### config.mk
export PLATFORM = sky130hd
export DESIGN_NAME = cpe_div
export DESIGN_NICKNAME = d
export VERILOG_FILES = /design/src/rtl/cpe_pkg.sv /design/src/rtl/cpe_div.sv
export SDC_FILE = /design/constraint.sdc
export NUM_CORES = 2
export LEC_CHECK = 0
export BUFFER_PORTS_ARGS = -buffer_cell sky130_fd_sc_hd__buf_2
export CORE_MARGIN = 5
export CORE_UTILIZATION = 45
export CTS_CLUSTER_SIZE = 40
export DETAILED_ROUTE_END_ITERATION = 12
export GPL_ROUTABILITY_DRIVEN = 0
export PLACE_DENSITY_LB_ADDON = 0.2
export SYNTH_ARGS = -nofsm -noshare
export SYNTH_HDL_FRONTEND = slang
export SYNTH_SLANG_ARGS = --single-unit
### constraint.sdc
create_clock -name clk -period 3.8 [get_ports clk]
set_clock_uncertainty 0.1 [all_clocks]
set_input_delay 0.19 -clock clk [delete_from_list [all_inputs] [get_ports clk]]
set_output_delay 0.19 -clock clk [all_outputs]
set_load 0.01 [all_outputs]
### src/rtl/cpe_pkg.sv
// Package for the cluster power estimator: shared widths, register map and
// pipeline word types. No dependencies.
package cpe_pkg;

  localparam int REG_W  = 16;
  localparam int F_W    = 17;   // frequency in half-MHz units
  localparam int A_W    = 18;   // multiplicand (power scale)
  localparam int B_W    = 20;   // multiplier (frequency term)
  localparam int NUM_W  = 37;   // dividend width
  localparam int DEN_W  = 21;   // divisor width
  localparam int OUT_W  = 17;
  localparam logic [OUT_W-1:0] OUT_MAX = 17'h1FFFF;

  localparam logic [2:0] REG_TYP_FREQ  = 3'd0;
  localparam logic [2:0] REG_TYP_POWER = 3'd1;
  localparam logic [2:0] REG_FREE_FREQ = 3'd2;
  localparam logic [2:0] REG_SWEET_FREQ = 3'd3;
  localparam logic [2:0] REG_PLAIN_FREQ = 3'd4;

  typedef struct packed {
    logic [REG_W-1:0] typ_freq;
    logic [REG_W-1:0] typ_power;
    logic [REG_W-1:0] free_freq;
    logic [REG_W-1:0] sweet_freq;
    logic [REG_W-1:0] plain_freq;
  } cfg_t;

  typedef struct packed {
    logic             valid;
    logic [NUM_W-1:0] num;
    logic [DEN_W-1:0] den;
    logic [REG_W-1:0] addend;
  } div_word_t;

endpackage

### src/rtl/cpe_div.sv
// Pipelined restoring divider, one quotient bit per stage.
// Depends on cpe_pkg.
module cpe_div (
  input  logic                      clk,
  input  logic                      rst_n,
  input  cpe_pkg::div_word_t        in_w,
  output logic                      out_valid,
  output logic [cpe_pkg::NUM_W-1:0] out_quot,
  output logic [cpe_pkg::REG_W-1:0] out_addend
);
  import cpe_pkg::*;

  logic             vld_r [NUM_W];
  logic [DEN_W-1:0] rem_r [NUM_W];
  logic [NUM_W-1:0] nq_r  [NUM_W];
  logic [DEN_W-1:0] den_r [NUM_W];
  logic [REG_W-1:0] add_r [NUM_W];

  for (genvar i = 0; i < NUM_W; i++) begin : g_stage
    logic             vld_in;
    logic [DEN_W-1:0] rem_in;
    logic [NUM_W-1:0] nq_in;
    logic [DEN_W-1:0] den_in;
    logic [REG_W-1:0] add_in;
    logic [DEN_W:0]   sh;
    logic             ge;

    if (i == 0) begin : g_first
      assign vld_in = in_w.valid;
      assign rem_in = '0;
      assign nq_in  = in_w.num;
      assign den_in = in_w.den;
      assign add_in = in_w.addend;
    end else begin : g_next
      assign vld_in = vld_r[i-1];
      assign rem_in = rem_r[i-1];
      assign nq_in  = nq_r[i-1];
      assign den_in = den_r[i-1];
      assign add_in = add_r[i-1];
    end

    assign sh = {rem_in, nq_in[NUM_W-1]};
    assign ge = sh >= {1'b0, den_in};

    always_ff @(posedge clk) begin
      if (!rst_n) begin
        vld_r[i] <= 1'b0;
      end else begin
        vld_r[i] <= vld_in;
      end
      rem_r[i] <= ge ? DEN_W'(sh - {1'b0, den_in}) : sh[DEN_W-1:0];
      nq_r[i]  <= {nq_in[NUM_W-2:0], ge};
      den_r[i] <= den_in;
      add_r[i] <= add_in;
    end
  end

  assign out_valid  = vld_r[NUM_W-1];
  assign out_quot   = nq_r[NUM_W-1];
  assign out_addend = add_r[NUM_W-1];

endmodule

==> out/metrics.yaml <==
outcome: "completed"
worstSetupPathType: "flop to flop"
finalHoldViolations: 0
p_per_area_nw_per_um2: 834
cp-end-kind: "flop"
min_to: "rem_r[0][1]"
ir_drop_mv: 0.582
final_util_pct: 52.6
grt_pass1_wl_um: 358000
core_um2: 257000
place_ws_ns: 0.122
area.growth.synth_to_final_pct: 16.5
tns_ns: 0
die_y_um: 518
critPathArrivalTime_ns: 4.28
crit-reg2reg-launch: "nq_r[3][258]"
synth_edf_count: 0
ys_seq_area_share_pct: 60.6
grt_max_degree: 41
wl_per_cell_um: 15.0
route.detailed.drc: 0
syn_area_per_cell_um2: 11.3
boundaryPins: 131
timing.rr.end: "rem_r[31][1]"
ys_warn_count: 0
async_flop_share_pct: 0
grt_overflow: 0
synthSimpleGateAreaFrac_pct: 7.15
drv_cap: 0
dp.final_hpwl_um: 158000
synth_compound_area_share_pct: 11.6
cp.buffers_inverters: 3
tritoncts: "built"
first_iter_violations: 4325
die_w_um: 518
crit_slowest_cell: "a221oi_2"
synth_area_um2: 116000
syn-num-nets: 11148
final_layout_size_suffix_gt1_share_pct: 11.2
crit_chain: "inv_1 > ha_1 > inv_1 > fa_1 > a21oi_2 > o211ai_1 > a221oi_2 > o211ai_1 > a21oi_2 > a21oi_1 > or2_1 > a211oi_4 > buf_12 > mux2_2"
port_buffers: 130
synthMuxAreaShare_pct: 3.59
min_from: "in_w[17]"
synthDistinctLibCells: 96
layout_min_cycle_time_ns: 3.59
required_ns: 4.49
clk_pin_slew_ns: 0.06
cts.path.max_buffers: 4
crit_start: "nq_r[3][258]"
htreeDepth: 5
p_leak_uw: 0.0611
start_kind: "flop"
first_pass_iters: 7
yosys.area_share.adder_pct: 8.78
final-setup-viol-count: 0
slew_headroom_pct: 11.8
synth_cells: 10278
cp_max_fo: 22
synth_xor_area_share_pct: 4.42
cp_top_family: "compound AO/OA/AOI/OAI gates"
synth_ff_type: "dfxtp_1"
tightest_slew_ns: 1.29
vias: 71444
worstHoldPathCells: 5
fin_crit_sh_pct: 94.5
synth_seq_cells: 3510
worstRegToRegCells: 14
nets: 11706
rsz0062_at_grt: "no"
floorplan.initialDensity_pct: 45.2
grt_pass1_vias: 71694
grt_usage_pct: 15.9
critPathMaxStageDelay_ns: 0.43
fp-row-count: 186
insertion_delay_ns: 0.96
nFillCells: 22080
drt-vias-per-instance: 4.93
antenna_found_initial: 2
timing.final.ws_setup_ns: 0.209
die-area_um2: 268000
wirelength_um: 218000
r2r_slack_ns: 0.21
antenna_left: 0
cts_sinks: 3510
clock-root-buffer: "clkbuf_16"
finalMaxSlewViolations: 0
cts_buffers: 371
hp-class: "primary input to flop"
synth_top_family_by_area: "compound AO/OA/AOI/OAI gates"
max_freq_mhz: 278
cell type report:
| cell class | instances | area [µm²] | share of cell area, % |
|---|---|---|---|
| flip-flops and latches | 3510 | 70300 | 52.0 |
| multi-input cells | 5618 | 41400 | 30.6 |
| clock buffers | 495 | 10500 | 7.77 |
| well taps | 3384 | 4230 | 3.13 |
| inverters | 974 | 3660 | 2.71 |
| repair buffers | 361 | 2960 | 2.19 |
| clock inverters | 159 | 2110 | 1.56 |
| diodes | 4 | 10.0 | 0.00741 |
metal layers:
metal  vias up  GRT usage, %  part of all wire (%)
met4         0          5.04                   2.7
met1     33362          20.2                    45
met3       450          3.19                   5.1
li1      36059             -                     -
met2      1573          27.2                    47
met5         -             0                     0
layout by cell type (no fill, tap or decap), types with 130 or more instances in the layout:
cell type,n
dfxtp_1,3510
inv_1,974
ha_1,758
a21oi_1,712
nor2_1,504
nand2_1,485
o21ai_0,483
xnor2_1,378
clkbuf_16,376
a21o_1,303
mux2_2,300
xor2_1,207
dlygate4sd3_1,152
buf_2,130
sequential cells by signal (all words and copies together), names as in the netlist:
name,count
den_r,756
nq_r,1369
add_r,592
vld_r,37
rem_r,756
stage by stage:
step / hold WS [ns] / cell area [µm²] / power (µW) / cells
floorplan: 0.118 / 116000 / 69200 / 10278
global placement: 0.192 / 121000 / 75900 / 13687
detailed placement: 0.194 / 121000 / 76600 / 13687
CTS: 0.0456 / 135000 / 114000 / 14493
global route: 0.126 / 135000 / 120000 / 14503
finish: 0.168 / 135000 / 113000 / 14505
worst reg2reg max path, delay by kind of cell (launching register included):
family | cells | cell delay, ns
AO/OA/AOI/OAI | 7 | 1.57
adder cells (fa/ha/maj) | 2 | 0.59
multiplexers | 1 | 0.36
buffers and inverters | 3 | 0.32
flip-flops | 1 | 0.30
AND/OR/NAND/NOR | 1 | 0.24
synth_stat cells (13+ instances only):
cell          n  area share (%)
and4_1       18            0.14
nand2_1     485             1.6
nor4_1       50            0.27
nand4_1     113            0.61
a211o_1      20            0.15
a211oi_1     48            0.31
or2_2        27            0.15
xor2_1      207             1.6
fa_1         35            0.60
clkbuf_1    107            0.35
ha_1        758             8.2
a21boi_0     32            0.21
nor2_1      504             1.6
nand3_1     115            0.50
nor3_1       91            0.39
mux2_4       28            0.36
mux2_2      300             2.9
o21ai_0     484             2.1
a21oi_1     719             3.1
buf_4        23            0.15
inv_1       974             3.2
xnor2_1     378             2.9
and2_1       56            0.30
mux2i_1      26            0.22
a2111oi_0    13           0.098
dfxtp_1    3510              61
a21o_1      303             2.0
buf_2        38            0.16
o31ai_1      38            0.25
and3_1       38            0.20
a31oi_1      70            0.38
o211ai_1     36            0.23
a221o_1      17            0.15
or3_1        36            0.19
nor2b_1      90            0.49
nand2b_1     67            0.36
o21a_1       74            0.48
o21bai_1     78            0.50
or4_1        13           0.084
o41ai_1      22            0.17
logic make-up (layout without fill, tap and decap cells):
group	Yosys count	count (layout)
muxes	363	363
xor gates and xnor gates	585	585
and+or+nand+nor	1742	1742
DFF	3510	3510
buffers and inverters	1151	1989
other	0	4
adders and majority gates	793	793
AOI/OAI and AO/OA	2134	2135
how the worst max path moves through the flow:
stage               endpoint  slack [ns]  cells past startpoint
5_1_grt         rem_r[20][8]       0.003                     14
4_1_cts         rem_r[18][1]        0.11                     13
6_report        rem_r[31][1]        0.21                     14
3_5_place_dp    rem_r[18][1]        0.12                     13
2_1_floorplan  rem_r[18][10]        0.40                     13
3_3_place_gp    rem_r[31][1]        0.14                     14
report_power, final:
part           leakage, µW  switching (µW)  internal (µW)
registers           0.0294            2910          42700
clock network      0.00617           14100          22200
logic               0.0255           16300          14500
repair_timing:
item                                    in CTS  in global routing
gates resized for setup                      0                 12
hold endpoints to repair                   132                  0
buffers inserted                             0                  5
hold buffers                               152                  0
endpoints found under the setup margin       0                113
(Power assumes the default switching activity.)
