$ cat config.mk
export PLATFORM = sky130hd
export DESIGN_NAME = cpe_front
export DESIGN_NICKNAME = d
export VERILOG_FILES = /design/src/rtl/cpe_pkg.sv /design/src/rtl/cpe_front.sv
export SDC_FILE = /design/constraint.sdc
export NUM_CORES = 2
export LEC_CHECK = 0
export ABC_CLOCK_PERIOD_IN_PS = 15760
export CORE_AREA = 2 2 232 234
export DETAILED_ROUTE_END_ITERATION = 7
export DIE_AREA = 0 0 234 236
export DONT_BUFFER_PORTS = 1
export GPL_ROUTABILITY_DRIVEN = 0
export PLACE_DENSITY = 0.71
export SLEW_MARGIN = 25
export SYNTH_ARGS = -nofsm -noshare
export SYNTH_HDL_FRONTEND = slang
export SYNTH_SLANG_ARGS = --single-unit
$ cat constraint.sdc
create_clock -name clk -period 15.76 [get_ports clk]
set_clock_uncertainty 0.2 [all_clocks]
set_input_delay 1.576 -clock clk [delete_from_list [all_inputs] [get_ports clk]]
set_output_delay 1.576 -clock clk [all_outputs]
set_load 0.01 [all_outputs]
$ cat src/rtl/cpe_pkg.sv
// Package for the cluster power estimator: shared widths, register map and
// pipeline word types. No dependencies.
package cpe_pkg;

  localparam int REG_W  = 16;
  localparam int F_W    = 17;   // frequency in half-MHz units
  localparam int A_W    = 18;   // multiplicand (power scale)
  localparam int B_W    = 20;   // multiplier (frequency term)
  localparam int NUM_W  = 37;   // dividend width
  localparam int DEN_W  = 21;   // divisor width
  localparam int OUT_W  = 17;
  localparam logic [OUT_W-1:0] OUT_MAX = 17'h1FFFF;

  localparam logic [2:0] REG_TYP_FREQ  = 3'd0;
  localparam logic [2:0] REG_TYP_POWER = 3'd1;
  localparam logic [2:0] REG_FREE_FREQ = 3'd2;
  localparam logic [2:0] REG_SWEET_FREQ = 3'd3;
  localparam logic [2:0] REG_PLAIN_FREQ = 3'd4;

  typedef struct packed {
    logic [REG_W-1:0] typ_freq;
    logic [REG_W-1:0] typ_power;
    logic [REG_W-1:0] free_freq;
    logic [REG_W-1:0] sweet_freq;
    logic [REG_W-1:0] plain_freq;
  } cfg_t;

  typedef struct packed {
    logic             valid;
    logic [NUM_W-1:0] num;
    logic [DEN_W-1:0] den;
    logic [REG_W-1:0] addend;
  } div_word_t;

endpackage

$ cat src/rtl/cpe_front.sv
// Front stages: clamp, region select with operand build, then multiply.
// Depends on cpe_pkg.
module cpe_front #(
  parameter int FREQ_WIDTH = 16
) (
  input  logic                      clk,
  input  logic                      rst_n,
  input  cpe_pkg::cfg_t             cfg,
  input  logic                      in_valid,
  input  logic [cpe_pkg::REG_W-1:0] in_freq,
  output cpe_pkg::div_word_t        out_w
);
  import cpe_pkg::*;

  localparam logic [REG_W-1:0] FMASK =
    (FREQ_WIDTH >= REG_W) ? {REG_W{1'b1}} : REG_W'((32'd1 << FREQ_WIDTH) - 32'd1);

  logic [F_W-1:0] tf, fr, sw, pl, f_in;
  logic [F_W:0]   lim;
  logic [F_W-1:0] p;

  assign tf   = {1'b0, cfg.typ_freq & FMASK};
  assign p    = {1'b0, cfg.typ_power};
  assign fr   = {cfg.free_freq & FMASK, 1'b0};
  assign sw   = {cfg.sweet_freq & FMASK, 1'b0};
  assign pl   = {cfg.plain_freq & FMASK, 1'b0};
  assign f_in = {in_freq & FMASK, 1'b0};
  assign lim  = {1'b0, tf} + {tf, 1'b0};

  // stage 1: clamp
  logic           v1_r;
  logic           z1_r;
  logic [F_W-1:0] f1_r;

  always_ff @(posedge clk) begin
    if (!rst_n) begin
      v1_r <= 1'b0;
    end else begin
      v1_r <= in_valid;
    end
    z1_r <= (f_in == '0) || (tf == '0);
    f1_r <= ({1'b0, f_in} > lim) ? lim[F_W-1:0] : f_in;
  end

  // stage 2: region select
  logic [A_W-1:0]   a_nxt;
  logic [B_W-1:0]   b_nxt;
  logic [DEN_W-1:0] den_nxt;
  logic [REG_W-1:0] add_nxt;
  logic [F_W-1:0]   d_ramp, d_up;

  assign d_ramp = sw - fr;
  assign d_up   = pl - sw;

  always_comb begin
    a_nxt   = '0;
    b_nxt   = '0;
    den_nxt = DEN_W'(1);
    add_nxt = '0;
    if (z1_r) begin
      a_nxt = '0;
    end else if (f1_r > pl) begin
      a_nxt   = A_W'(p);
      b_nxt   = B_W'(f1_r - pl);
      den_nxt = DEN_W'({tf, 2'b00});
      add_nxt = cfg.typ_power;
    end else if (f1_r > sw) begin
      a_nxt   = A_W'({p, 1'b0});
      b_nxt   = B_W'({d_up, 1'b0}) + B_W'(d_up) + B_W'({f1_r - sw, 1'b0});
      den_nxt = DEN_W'({d_up, 3'b000}) + DEN_W'({d_up, 1'b0});
    end else if (f1_r >= fr) begin
      a_nxt = A_W'({p, 1'b0}) + A_W'(p);
      if (d_ramp == '0) begin
        b_nxt   = B_W'(1);
        den_nxt = DEN_W'(10);
      end else begin
        b_nxt   = B_W'(d_ramp) + B_W'(f1_r - fr);
        den_nxt = DEN_W'({d_ramp, 3'b000}) + DEN_W'({d_ramp, 1'b0});
      end
    end else begin
      a_nxt   = A_W'({p, 1'b0}) + A_W'(p);
      b_nxt   = B_W'(f1_r);
      den_nxt = DEN_W'({fr, 3'b000}) + DEN_W'({fr, 1'b0});
    end
  end

  logic             v2_r;
  logic [A_W-1:0]   a2_r;
  logic [B_W-1:0]   b2_r;
  logic [DEN_W-1:0] den2_r;
  logic [REG_W-1:0] add2_r;

  always_ff @(posedge clk) begin
    if (!rst_n) begin
      v2_r <= 1'b0;
    end else begin
      v2_r <= v1_r;
    end
    a2_r   <= a_nxt;
    b2_r   <= b_nxt;
    den2_r <= den_nxt;
    add2_r <= add_nxt;
  end

  // stage 3: multiply
  logic [A_W+B_W-1:0] prod;
  assign prod = a2_r * b2_r;

  always_ff @(posedge clk) begin
    if (!rst_n) begin
      out_w.valid <= 1'b0;
    end else begin
      out_w.valid <= v2_r;
    end
    out_w.num    <= prod[NUM_W-1:0];
    out_w.den    <= den2_r;
    out_w.addend <= add2_r;
  end

endmodule

==> out/qor.txt <==
# IOs: 174
Reg clk slew, reported paths: 100 ps
total CTS buffers: 17
Setup-failing EPs final: 0
cell repeated most along the worst path: fa_1
Area contributors post-synth: fa_1 24%, ha_1 15%, dfxtp_1 13%
Initial Util: 0.491
WS Path Type: flop to flop
Final HPWL DP: 60300 um
Yosys top cell area share: 0.241
largest net degree at the start of global routing: 53
Setup Total Neg Slack: 0 ps
min-delay worst type: flop to flop
wire per inst: 19.8 um
Slew headroom: 0.357
achievable frequency: 142 MHz
post-CTS setup buffers: 0
Layout fillers: 4966
critical path's slowest cell: dfxtp_1
worst path cell trace: nand2_1 > fa_1 > fa_1 > fa_1 > inv_1 > fa_1 > fa_1 > inv_1 > fa_1 > inv_1 > ha_1 > nand4_1 > a21oi_1 > o21ai_0 > a21boi_0 > a41oi_1 > o211ai_1 > nand2_1 > o21ai_0 > xnor2_1
DRT antenna net count: 0
largest area contributor in the netlist: fa_1
Core Region: 0.0531 mm2
CTS tree: built
Final Critical Period: 7060 ps
antenna violations before repair: 6
H-tree depth: 4
Primary FF master, synth: dfxtp_1
Resize count post-CTS: 0
Die Y: 236 um
Final Hold Fails: 0
cts hold-fix bufs: 0
startpoint type of the worst setup path: flop
mean post-synth cell area: 8.47 um2
CP Capture Type: flop
Worst EP arrival: 7300 ps
post-synth net total: 3805
die area: 0.0552 mm2
Yosys reg bits: 170
DR DRC count: 0
Via Count: 21600
RSZ-0062 raised after global routing: no
# port buffers: 0
final period utilization: 0.448
CP peak stage delay: 760 ps
Yosys Warn Count: 0
Seq/Total Area, Yosys: 0.131
Synth cell types: 83
Synth Cell Area: 0.0260 mm2
Syn-to-layout area delta: 4.66%
first-pass GRT wire length: 117000 um
vias in the first global route: 22100
Clock Sinks: 170
layout cells sized above 1: 0.0298
max cap viols: 0
Slew Viols, Final: 0
worst hold slack: 123 ps
clk buf depth: 2
Die Wd: 234 um
CTS root buffer: clkbuf_16
top fanout value on the critical path: 20
Slew @ Worst Pin: 964 ps
Tot GR Track Use: 0.276
commonest non-fill, non-tap cell in the layout: inv_1
critical path data required time: 16000 ps
drt total wl: 73600 um
row count: 85
total gr overflow: 0
status: completed
Pre-antenna DRT Iters: 6
most frequent cells in the layout: 499 x inv_1, 320 x ha_1, 319 x nand2_1
Post-synth EDFFs: 0
Final Net Count: 3736
Cells after Synth: 3072
First DRT Iteration DRCs: 1627
ys async rst share: 0
clock latency at the later pin of the worst-skew pair: 530 ps
DR vias/cell: 5.80
## sequential cells by signal, summed over array words and instances, names as in the netlist
name    count
add2_r     16
f1_r       17
den2_r     21
a2_r       18
z1_r        1
out_w      75
v2_r        1
b2_r       20
v1_r        1
## layout make-up
class / instances / area (um2) / share of cell area
diodes: 3 / 7.51 / 0.000276
clock buffers: 17 / 425 / 0.0156
inverters: 499 / 1870 / 0.0687
multi-input cells: 2304 / 20400 / 0.748
flip-flops and latches: 170 / 3400 / 0.125
repair buffers: 11 / 82.6 / 0.00303
clock inverters: 15 / 194 / 0.00712
well taps: 696 / 871 / 0.0320
## worst max-delay path: cells and delay by family, from the launching register on
kind	cells	cell delay, ps
fa+ha+maj	7	3380
compound gates	6	1950
flops	1	760
simple gates	3	400
buf+inv	3	140
xor+xnor	1	140
## per-stage QoR
stage | cell area, um2 | util | worst slack [ps] | instances
after floorplan | 26000 | - | 9460 | 3072
after global placement | 26600 | 0.502 | 8840 | 3680
after detailed placement | 26600 | 0.502 | 8760 | 3680
after CTS | 27200 | 0.513 | 8730 | 3712
after global routing | 27200 | 0.513 | 8320 | 3714
final | 27200 | 0.513 | 8700 | 3715
## final timing paths
kind / startpoint / to / slack (ps) / cells past startpoint
hold reg to reg: den2_r[14]$_SDFF_PP0_ / out_w[30]$_DFF_P_ / 120 / 0
setup reg to reg: a2_r[3]$_SDFF_PP0_ / out_w[73]$_DFF_P_ / 8700 / 20
setup / recovery: a2_r[3]$_SDFF_PP0_ / out_w[73]$_DFF_P_ / 8700 / 20
hold / removal: den2_r[14]$_SDFF_PP0_ / out_w[30]$_DFF_P_ / 120 / 0
## Yosys cell counts, types with 7 or more instances
master       n
a211oi_1    38
o31ai_1     10
a31o_2      10
xnor2_1    118
or3_1       21
and2_1     173
or2_2       15
a21o_1      56
and3_1      20
o21bai_1    31
dfxtp_1    170
o21a_1      24
fa_1       314
nor2_1     130
nor3_1      48
nand4_1     19
ha_1       320
o22ai_1     14
nand3_1     50
a31oi_1     40
a21oi_1    148
a211o_1     11
nand2_1    319
o211ai_1    20
nor2b_1     25
a221oi_1     7
o21ai_0     89
nand2b_1    19
xor2_1      59
mux2i_1     17
o31a_1      11
a311oi_1     8
o311ai_0     7
a21boi_0     7
clkbuf_1    90
nor4_1       9
inv_1      499
o2111ai_1   12
## per-layer routing
layer | wire (um) | part of all wire | global-route usage | vias up
li1 | - | - | - | 10100
met1 | 29000 | 0.39 | 0.329 | 10400
met2 | 34200 | 0.46 | 0.452 | 870
met3 | 6200 | 0.084 | 0.0664 | 213
met4 | 4200 | 0.057 | 0.157 | 4
met5 | 23 | 0.00031 | 0 | -
## logic make-up after synthesis
family,share of synthesized area
adder cells (fa/ha/maj),0.395
buffers and inverters,0.0869
multiplexers,0.00740
XOR/XNOR,0.0596
AND/OR/NAND/NOR,0.163
AO/OA/AOI/OAI,0.157
flip-flops,0.131
Power is not shown: default switching activity piles up to over one toggle a cycle in this logic, so the estimate is an artifact.
